--- src/rtl/cmrf_pkg.sv ---
`timescale 1ns / 1ps

package cmrf_pkg;

    localparam int RING_DEPTH_DEF  = 64;
    localparam int DRAIN_BATCH_DEF = 16;

    localparam int MARKER_W = 32;
    localparam int CFG_IDX_W = 8;
    localparam int CFG_DAT_W = 32;

    // func codes
    localparam logic FUNC_PUSH  = 1'b0;
    localparam logic FUNC_DRAIN = 1'b1;

    // result kinds
    localparam logic [1:0] KIND_PUSH_ACK = 2'd0;
    localparam logic [1:0] KIND_DRAINED  = 2'd1;
    localparam logic [1:0] KIND_EMPTY    = 2'd2;

    // push status codes
    localparam logic [1:0] ST_STORED   = 2'd0;
    localparam logic [1:0] ST_DROPPED  = 2'd1;
    localparam logic [1:0] ST_BYPASSED = 2'd2;

    // configuration register indexes
    localparam logic [CFG_IDX_W-1:0] CFG_FAST_MODE = 8'd0;
    localparam logic [CFG_IDX_W-1:0] CFG_INV_GRAY  = 8'd1;

    typedef struct packed {
        logic load;   // latch the accepted word
        logic push;   // store / acknowledge a marker
        logic rd;     // pop one marker from the ring
        logic empty;  // report an empty drain
    } t_cmd;

    typedef struct packed {
        logic fill_zero;
        logic drain_last;
    } t_stat;

endpackage

--- src/rtl/cmrf_ram.sv ---
`timescale 1ns / 1ps

module cmrf_ram #(
    parameter int WIDTH = 32,
    parameter int DEPTH = 64
) (
    input  logic                     i_clk,
    input  logic                     i_we,
    input  logic                     i_re,
    input  logic [$clog2(DEPTH)-1:0] i_addr,
    input  logic [WIDTH-1:0]         i_wdata,
    output logic [WIDTH-1:0]         o_rdata
);

    logic [WIDTH-1:0] r_mem [DEPTH];
    logic [WIDTH-1:0] r_rdata;

    always_ff @(posedge i_clk) begin
        if (i_we) begin
            r_mem[i_addr] <= i_wdata;
        end
        if (i_re) begin
            r_rdata <= r_mem[i_addr];
        end
    end

    assign o_rdata = r_rdata;

endmodule

--- src/rtl/cmrf_ctrl.sv ---
`timescale 1ns / 1ps

module cmrf_ctrl (
    input  logic          i_clk,
    input  logic          i_rst_n,
    input  logic          i_start,
    input  logic          i_func,
    input  cmrf_pkg::t_stat i_stat,
    output cmrf_pkg::t_cmd  o_cmd,
    output logic          o_busy
);
    import cmrf_pkg::*;

    localparam logic [1:0] S_IDLE  = 2'd0;
    localparam logic [1:0] S_PUSH  = 2'd1;
    localparam logic [1:0] S_DRAIN = 2'd2;

    logic [1:0] r_state;
    logic [1:0] n_state;

    always_comb begin
        n_state = r_state;
        o_cmd   = '0;
        case (r_state)
            S_IDLE: begin
                if (i_start) begin
                    o_cmd.load = 1'b1;
                    n_state    = (i_func == FUNC_PUSH) ? S_PUSH : S_DRAIN;
                end
            end
            S_PUSH: begin
                o_cmd.push = 1'b1;
                n_state    = S_IDLE;
            end
            S_DRAIN: begin
                if (i_stat.fill_zero) begin
                    o_cmd.empty = 1'b1;
                    n_state     = S_IDLE;
                end else begin
                    o_cmd.rd = 1'b1;
                    if (i_stat.drain_last) begin
                        n_state = S_IDLE;
                    end
                end
            end
            default: begin
                n_state = S_IDLE;
            end
        endcase
    end

    always_ff @(posedge i_clk) begin
        if (!i_rst_n) begin
            r_state <= S_IDLE;
        end else begin
            r_state <= n_state;
        end
    end

    assign o_busy = (r_state != S_IDLE);

endmodule

--- src/rtl/cmrf_dp.sv ---
`timescale 1ns / 1ps

module cmrf_dp #(
    parameter int RING_DEPTH  = cmrf_pkg::RING_DEPTH_DEF,
    parameter int DRAIN_BATCH = cmrf_pkg::DRAIN_BATCH_DEF
) (
    input  logic                              i_clk,
    input  logic                              i_rst_n,
    input  cmrf_pkg::t_cmd                    i_cmd,
    output cmrf_pkg::t_stat                   o_stat,
    input  logic                              i_cfg_valid,
    input  logic [cmrf_pkg::CFG_IDX_W-1:0]    i_cfg_index,
    input  logic [cmrf_pkg::CFG_DAT_W-1:0]    i_cfg_data,
    input  logic [cmrf_pkg::MARKER_W-1:0]     i_marker_in,
    output logic                              o_res_strobe,
    output logic [1:0]                        o_kind,
    output logic [cmrf_pkg::MARKER_W-1:0]     o_marker_out,
    output logic [1:0]                        o_push_status,
    output logic                              o_above_threshold,
    output logic [$clog2(RING_DEPTH+1)-1:0]   o_fill_after,
    output logic                              o_last
);
    import cmrf_pkg::*;

    localparam int AW = $clog2(RING_DEPTH);
    localparam int FW = $clog2(RING_DEPTH + 1);
    localparam int CW = $clog2(DRAIN_BATCH + 1);
    localparam int WAKE_LEVEL = RING_DEPTH / 2;

    logic                r_fast;
    logic                r_inv;
    logic [AW-1:0]       r_rd_ptr;
    logic [AW-1:0]       r_wr_ptr;
    logic [FW-1:0]       r_fill;
    logic [FW-1:0]       n_fill;
    logic [CW-1:0]       r_cnt;
    logic [MARKER_W-1:0] r_marker;

    logic                r_strobe;
    logic [1:0]          r_kind;
    logic [1:0]          r_status;
    logic                r_above;
    logic [FW-1:0]       r_res_fill;
    logic                r_last;

    logic                bypass;
    logic                full;
    logic                do_store;
    logic [MARKER_W-1:0] ram_q;

    assign bypass   = r_fast | r_inv;
    assign full     = (r_fill == FW'(RING_DEPTH));
    assign do_store = i_cmd.push & ~bypass & ~full;

    assign o_stat.fill_zero  = (r_fill == '0);
    assign o_stat.drain_last = (r_fill == FW'(1)) || (r_cnt == CW'(DRAIN_BATCH - 1));

    always_comb begin
        n_fill = r_fill;
        if (do_store) begin
            n_fill = r_fill + FW'(1);
        end else if (i_cmd.rd) begin
            n_fill = r_fill - FW'(1);
        end
    end

    cmrf_ram #(
        .WIDTH (MARKER_W),
        .DEPTH (RING_DEPTH)
    ) u_ring (
        .i_clk   (i_clk),
        .i_we    (do_store),
        .i_re    (i_cmd.rd),
        .i_addr  (i_cmd.rd ? r_rd_ptr : r_wr_ptr),
        .i_wdata (r_marker),
        .o_rdata (ram_q)
    );

    // control state
    always_ff @(posedge i_clk) begin
        if (!i_rst_n) begin
            r_fast   <= 1'b0;
            r_inv    <= 1'b0;
            r_rd_ptr <= '0;
            r_wr_ptr <= '0;
            r_fill   <= '0;
            r_cnt    <= '0;
            r_strobe <= 1'b0;
        end else begin
            if (i_cfg_valid && (i_cfg_index == CFG_FAST_MODE)) begin
                r_fast <= i_cfg_data[0];
            end
            if (i_cfg_valid && (i_cfg_index == CFG_INV_GRAY)) begin
                r_inv <= i_cfg_data[0];
            end
            if (do_store) begin
                r_wr_ptr <= (r_wr_ptr == AW'(RING_DEPTH - 1)) ? '0 : r_wr_ptr + AW'(1);
            end
            if (i_cmd.rd) begin
                r_rd_ptr <= (r_rd_ptr == AW'(RING_DEPTH - 1)) ? '0 : r_rd_ptr + AW'(1);
            end
            if (i_cmd.load) begin
                r_cnt <= '0;
            end else if (i_cmd.rd) begin
                r_cnt <= r_cnt + CW'(1);
            end
            r_fill   <= n_fill;
            r_strobe <= i_cmd.push | i_cmd.rd | i_cmd.empty;
        end
    end

    // payload
    always_ff @(posedge i_clk) begin
        if (i_cmd.load) begin
            r_marker <= i_marker_in;
        end
        if (i_cmd.push) begin
            r_kind <= KIND_PUSH_ACK;
        end else if (i_cmd.rd) begin
            r_kind <= KIND_DRAINED;
        end else begin
            r_kind <= KIND_EMPTY;
        end
        if (i_cmd.push && bypass) begin
            r_status <= ST_BYPASSED;
        end else if (i_cmd.push && full) begin
            r_status <= ST_DROPPED;
        end else begin
            r_status <= ST_STORED;
        end
        // no wake while bypassed
        r_above    <= i_cmd.push & ~bypass & (n_fill > FW'(WAKE_LEVEL));
        r_res_fill <= n_fill;
        r_last     <= i_cmd.push | i_cmd.empty | (i_cmd.rd & o_stat.drain_last);
    end

    assign o_res_strobe      = r_strobe;
    assign o_kind            = r_kind;
    assign o_marker_out      = (r_kind == KIND_DRAINED) ? ram_q : '0;
    assign o_push_status     = r_status;
    assign o_above_threshold = r_above;
    assign o_fill_after      = r_res_fill;
    assign o_last            = r_last;

`ifndef SYNTHESIS
    a_fill_bound: assert property (@(posedge i_clk) disable iff (!i_rst_n)
        r_fill <= FW'(RING_DEPTH))
        else $error("fill count beyond ring depth");

    a_cmd_excl: assert property (@(posedge i_clk) disable iff (!i_rst_n)
        !(i_cmd.rd && (i_cmd.push || i_cmd.empty)))
        else $error("ring read clashes with push or empty report");

    a_drain_empty_last: assert property (@(posedge i_clk) disable iff (!i_rst_n)
        (r_strobe && (r_kind == KIND_DRAINED) && (r_res_fill == '0)) |-> r_last)
        else $error("ring emptied without last flag");

    a_rd_not_empty: assert property (@(posedge i_clk) disable iff (!i_rst_n)
        i_cmd.rd |=> (r_fill == $past(r_fill) - FW'(1)))
        else $error("ring read did not consume one word");
`endif

endmodule

--- src/rtl/completed_marker_ring_fifo_unit.sv ---
`timescale 1ns / 1ps
// Push: the PUSH state and then the result register lie between accept and strobe; busy is
// high for a single cycle, and a new push is taken only once busy falls.
// Drain of n markers (n = min(fill, DRAIN_BATCH)): words come from the registered read of the
// single-port ring RAM, one word per cycle; a new item is taken only after the last word.
// Empty drain: one word, with no ring read. Receiver cannot stall; config ready always.
// Reset (sync, active low): pointers, fill and mode registers cleared; ring contents undefined.
module completed_marker_ring_fifo_unit #(
    parameter int RING_DEPTH  = cmrf_pkg::RING_DEPTH_DEF,
    parameter int DRAIN_BATCH = cmrf_pkg::DRAIN_BATCH_DEF
) (
    input  logic                            i_clk,
    input  logic                            i_rst_n,
    input  logic                            start,
    output logic                            busy,
    input  logic                            i_func,
    input  logic [cmrf_pkg::MARKER_W-1:0]   i_marker_in,
    input  logic                            i_cfg_valid,
    output logic                            o_cfg_ready,
    input  logic [cmrf_pkg::CFG_IDX_W-1:0]  i_cfg_index,
    input  logic [cmrf_pkg::CFG_DAT_W-1:0]  i_cfg_data,
    output logic                            o_res_strobe,
    output logic [1:0]                      o_kind,
    output logic [cmrf_pkg::MARKER_W-1:0]   o_marker_out,
    output logic [1:0]                      o_push_status,
    output logic                            o_above_threshold,
    output logic [$clog2(RING_DEPTH+1)-1:0] o_fill_after,
    output logic                            o_last
);
    import cmrf_pkg::*;

    t_cmd  cmd;
    t_stat stat;

    assign o_cfg_ready = 1'b1;

    cmrf_ctrl u_ctrl (
        .i_clk   (i_clk),
        .i_rst_n (i_rst_n),
        .i_start (start),
        .i_func  (i_func),
        .i_stat  (stat),
        .o_cmd   (cmd),
        .o_busy  (busy)
    );

    cmrf_dp #(
        .RING_DEPTH  (RING_DEPTH),
        .DRAIN_BATCH (DRAIN_BATCH)
    ) u_dp (
        .i_clk             (i_clk),
        .i_rst_n           (i_rst_n),
        .i_cmd             (cmd),
        .o_stat            (stat),
        .i_cfg_valid       (i_cfg_valid & o_cfg_ready),
        .i_cfg_index       (i_cfg_index),
        .i_cfg_data        (i_cfg_data),
        .i_marker_in       (i_marker_in),
        .o_res_strobe      (o_res_strobe),
        .o_kind            (o_kind),
        .o_marker_out      (o_marker_out),
        .o_push_status     (o_push_status),
        .o_above_threshold (o_above_threshold),
        .o_fill_after      (o_fill_after),
        .o_last            (o_last)
    );

endmodule

--- config.mk ---
export PLATFORM = sky130hd
export DESIGN_NAME = completed_marker_ring_fifo_unit
export DESIGN_NICKNAME = d
export VERILOG_FILES = /design/src/rtl/cmrf_pkg.sv /design/src/rtl/cmrf_ram.sv /design/src/rtl/cmrf_ctrl.sv /design/src/rtl/cmrf_dp.sv /design/src/rtl/completed_marker_ring_fifo_unit.sv
export SDC_FILE = /design/constraint.sdc
export NUM_CORES = 2
export LEC_CHECK = 0
export BUFFER_PORTS_ARGS = -buffer_cell sky130_fd_sc_hd__buf_2
export CELL_PAD_IN_SITES_DETAIL_PLACEMENT = 0
export CELL_PAD_IN_SITES_GLOBAL_PLACEMENT = 1
export CORE_MARGIN = 2
export CORE_UTILIZATION = 45
export CTS_BUF_LIST = sky130_fd_sc_hd__clkbuf_16
export DETAILED_ROUTE_END_ITERATION = 16
export HOLD_SLACK_MARGIN = 0.05
export PLACE_DENSITY = 0.69
export SLEW_MARGIN = 20
export SYNTH_ARGS = -nofsm -noshare
export SYNTH_HDL_FRONTEND = slang
export SYNTH_HIERARCHICAL = 1
export SYNTH_SLANG_ARGS = --single-unit
--- constraint.sdc ---
create_clock -name i_clk -period 6.05 [get_ports i_clk]
set_input_delay 0.3025 -clock i_clk [delete_from_list [all_inputs] [get_ports i_clk]]
set_output_delay 0.3025 -clock i_clk [all_outputs]
set_load 0.01 [all_outputs]
==> flow_metrics.tcl <==
set metrics [dict create \
    antenna_found_initial 9 \
    synthDominantCellAreaShare_pct 77.01 \
    synth-seq-cells 2154 \
    avgViaCountPerCell 6.062 \
    tightest_slew_ns 1.088 \
    startpoint_type "flop" \
    core_area_um2 182500 \
    insertion_delay_ns 0.86 \
    dieArea_um2 186400 \
    yosys_warnings 6 \
    path_class "reg2reg" \
    min_from "i_marker_in[21]" \
    grtUsageTotal_pct 22.78 \
    clkSinkCount 2154 \
    die-height_um 431.8 \
    start_util_pct 45.13 \
    cts_tree "yes" \
    timing.rr.end "u_dp/u_ring/o_rdata[20]$_DFFE_PP_" \
    syn_area_per_cell_um2 18.29 \
    fin_total_pwr_mw 29.87 \
    syn_nets 4587 \
    ant_nets 0 \
    die_x_um 431.8 \
    period_needed_ns 5.315 \
    overflow 0 \
    syn_area_um2 82350 \
    synth-edff-count 2112 \
    setup_viol 0 \
    synth_top_area_cell "edfxtp_1" \
    hold_viol_final 0 \
    rows 157 \
    grt_pass1_vias 43070 \
    fmax_ghz 0.1881 \
    period_share_pct 87.85 \
    yosys.area_share.adder_pct 0.1064 \
    drive_gt1_share_pct 19.02 \
    cts_buffers 212 \
    muxShareOfSynthArea_pct 7.952 \
    synth_area_leaders "edfxtp_1 77%, mux2i_1 3.2%, mux4_2 2.6%, mux2_2 2.1%, a221oi_1 1.9%" \
    r2r_cells 13 \
    run_status "complete, no violations" \
    worstPathRequired_ns 6.63 \
    synth_top_family_by_area "compound AO/OA/AOI/OAI gates" \
    max_cap_viol_count 0 \
    vias 44480 \
    min_to "u_dp/r_marker[21]$_DFFE_PP_" \
    critPathMaxStageDelay_ns 0.80 \
    synthTopCellsByCount "2112 x edfxtp_1, 265 x mux2i_1, 189 x a22oi_1" \
    drc 0 \
    fin_worst_skew_ns 0.04777 \
    synth_cell_types 73 \
    grt_pass1_wl_um 306900 \
    postSynth.asyncResetShare_pct 0 \
    crit_buf_inv 3 \
    drtIter0Drc 5708 \
    synthSimpleGateAreaFrac_pct 3.522 \
    grt_max_degree 119 \
    clockBufferDepth 3 \
    worstPathCellList "inv_1 -> ha_1 -> and2_1 -> nor3b_4 -> mux2_8 -> and2_4 -> buf_4 -> a22o_1 -> o21ai_0 -> nand3_1 -> a2111oi_0 -> buf_4 -> nand3_1" \
    htree_num_levels 4 \
    setup_tns_ns 0 \
    nets 4856 \
    p_per_area_nw_per_um2 316.8 \
    area_delta_synth_final_pct 14.49 \
    syn_inst 4503 \
    slew_headroom_pct 27.44 \
    postCtsSetupBuffers 0 \
    dpl.cell_count 6902 \
    worst_ir_drop_vdd_v 0.0002406 \
    maxSlewViolCount 0 \
    root_buffer "clkbuf_16" \
    synth-xor-area-share_pct 0.1702 \
    leakagePower_nw 29.93 \
    hp-class "in2reg" \
    crit_path_max_fanout 72 \
    ios 125 \
    worstSetupEndpointType "flop" \
    cp_top_family "simple AND/OR/NAND/NOR gates" \
    rrSetupSlack_ns 0.73 \
    fin_ws_ns 0.7348 \
    synth-main-ff-cell "edfxtp_1" \
    r2r-start "u_dp/r_fill[0]$_SDFF_PN0_" \
    dpl_worst_slack_ns 0.6832 \
    gp_congestion 0.8101 \
    clk_pin_slew_ns 0.06 \
    post-route-util_pct 51.67 \
    first_pass_iters 6 \
    crit_slowest_cell "a2111oi_0" \
    avgRoutedWirePerCell_um 29.32 \
    yosysMostFrequentCell "edfxtp_1" \
    portBuffers 92 \
    synth_compound_area_share_pct 8.522 \
    holdPathStages 2 \
    worstPathArrival_ns 5.89 \
    rsz0062_at_grt "false" \
    wirelength_um 215100 \
    fin_cells 7337 \
    synth-seq-area-share_pct 78.03 \
    dp_hpwl_um 122400 \
]
## per-layer routing
| metal | wire length, um | track usage, % | share of wire, % |
|---|---|---|---|
| met1 | 90710 | 32.72 | 42 |
| met2 | 99390 | 35.09 | 46 |
| met3 | 19830 | 5.073 | 9.2 |
| met4 | 5176 | 6.397 | 2.4 |
| met5 | 31 | 0 | 0.014 |
## where the power goes
part | internal [mW] | switching, mW
Clock | 6.84 | 5.59
Combinational | 0.257 | 0.674
Sequential | 16.5 | 0.0217
Total | 23.6 | 6.28
## registers in the layout, indices dropped and copies added (netlist names), 2 cells and up
signal / count
u_dp/r_marker: 32
u_dp/u_ring/r_mem: 2048
u_dp/u_ring/o_rdata: 32
u_dp/r_wr_ptr: 6
u_ctrl/r_state: 2
u_dp/o_kind: 2
u_dp/o_fill_after: 7
u_dp/o_push_status: 2
u_dp/r_fill: 7
u_dp/r_cnt: 5
u_dp/r_rd_ptr: 6
## metrics by stage
stage | cell area [um2] | hold WS, ns
2_1_floorplan | 82350 | 0.4014
3_3_place_gp | 87290 | 0.4784
3_5_place_dp | 87290 | 0.4806
4_1_cts | 94280 | 0.08700
5_1_grt | 94280 | 0.1215
6_report | 94290 | 0.1514
## cells by family after synthesis
| family | Yosys count |
|---|---|
| XOR/XNOR | 16 |
| other | 1 |
| AO/OA/AOI/OAI | 957 |
| buffers and inverters | 314 |
| flip-flops | 2154 |
| adder cells (fa/ha/maj) | 7 |
| AND/OR/NAND/NOR | 539 |
| multiplexers | 515 |
## how the worst max path moves through the flow
| stage | cells after the start | to | from | slack, ns |
|---|---|---|---|---|
| detailed placement | 13 | u_dp/u_ring/o_rdata[20]$_DFFE_PP_ | u_dp/r_fill[0]$_SDFF_PN0_ | 0.68 |
| finish | 13 | u_dp/u_ring/o_rdata[20]$_DFFE_PP_ | u_dp/r_fill[0]$_SDFF_PN0_ | 0.73 |
| global placement | 13 | u_dp/u_ring/o_rdata[20]$_DFFE_PP_ | u_dp/r_fill[0]$_SDFF_PN0_ | 0.78 |
| floorplan | 16 | u_dp/u_ring/r_mem[11][0]$_DFFE_PP_ | u_dp/r_fill[0]$_SDFF_PN0_ | -0.48 |
| global route | 13 | u_dp/u_ring/o_rdata[20]$_DFFE_PP_ | u_dp/r_fill[0]$_SDFF_PN0_ | 0.45 |
| CTS | 13 | u_dp/u_ring/o_rdata[20]$_DFFE_PP_ | u_dp/r_fill[0]$_SDFF_PN0_ | 0.70 |
## area by class of cell
cell class	count	area, um2
Tap cell	2385	2984
Sequential cell	2154	64260
Timing Repair Buffer	362	3078
Fill cell	14520	88210
Multi-Input combinational cell	2035	17340
Inverter	7	33.78
Clock inverter	178	1270
Clock buffer	212	5305
Antenna cell	4	10.01
## timing repair
action | CTS | global route
hold buffers | 41 | 0
endpoints found under the hold margin | 61 | 0
resized for setup | 0 | 0
## layout by cell type (no fill, tap or decap), types with 54 or more instances in the layout
master and count:
a22o_1 66, and3_1 88, edfxtp_1 2112, o22ai_1 93, mux2_2 151, a21oi_1 123, clkinv_1 58, mux2i_1 265
nor2_1 97, buf_2 92, a221oi_1 175, o22a_1 70, nor2_4 67, inv_1 67, buf_4 190, mux4_2 96
clkbuf_16 212, a22oi_1 189, o21ai_0 94, nand3_1 54
## worst register-to-register path, stage by stage (launching register included)
cell	delay [ns]
dfxtp_1	0.47
inv_1	0.08
ha_1	0.28
and2_1	0.21
nor3b_4	0.44
mux2_8	0.68
and2_4	0.61
buf_4	0.41
a22o_1	0.30
o21ai_0	0.22
nand3_1	0.24
a2111oi_0	0.80
buf_4	0.26
nand3_1	0.07
No activity file was read; power rests on OpenSTA's default activity.
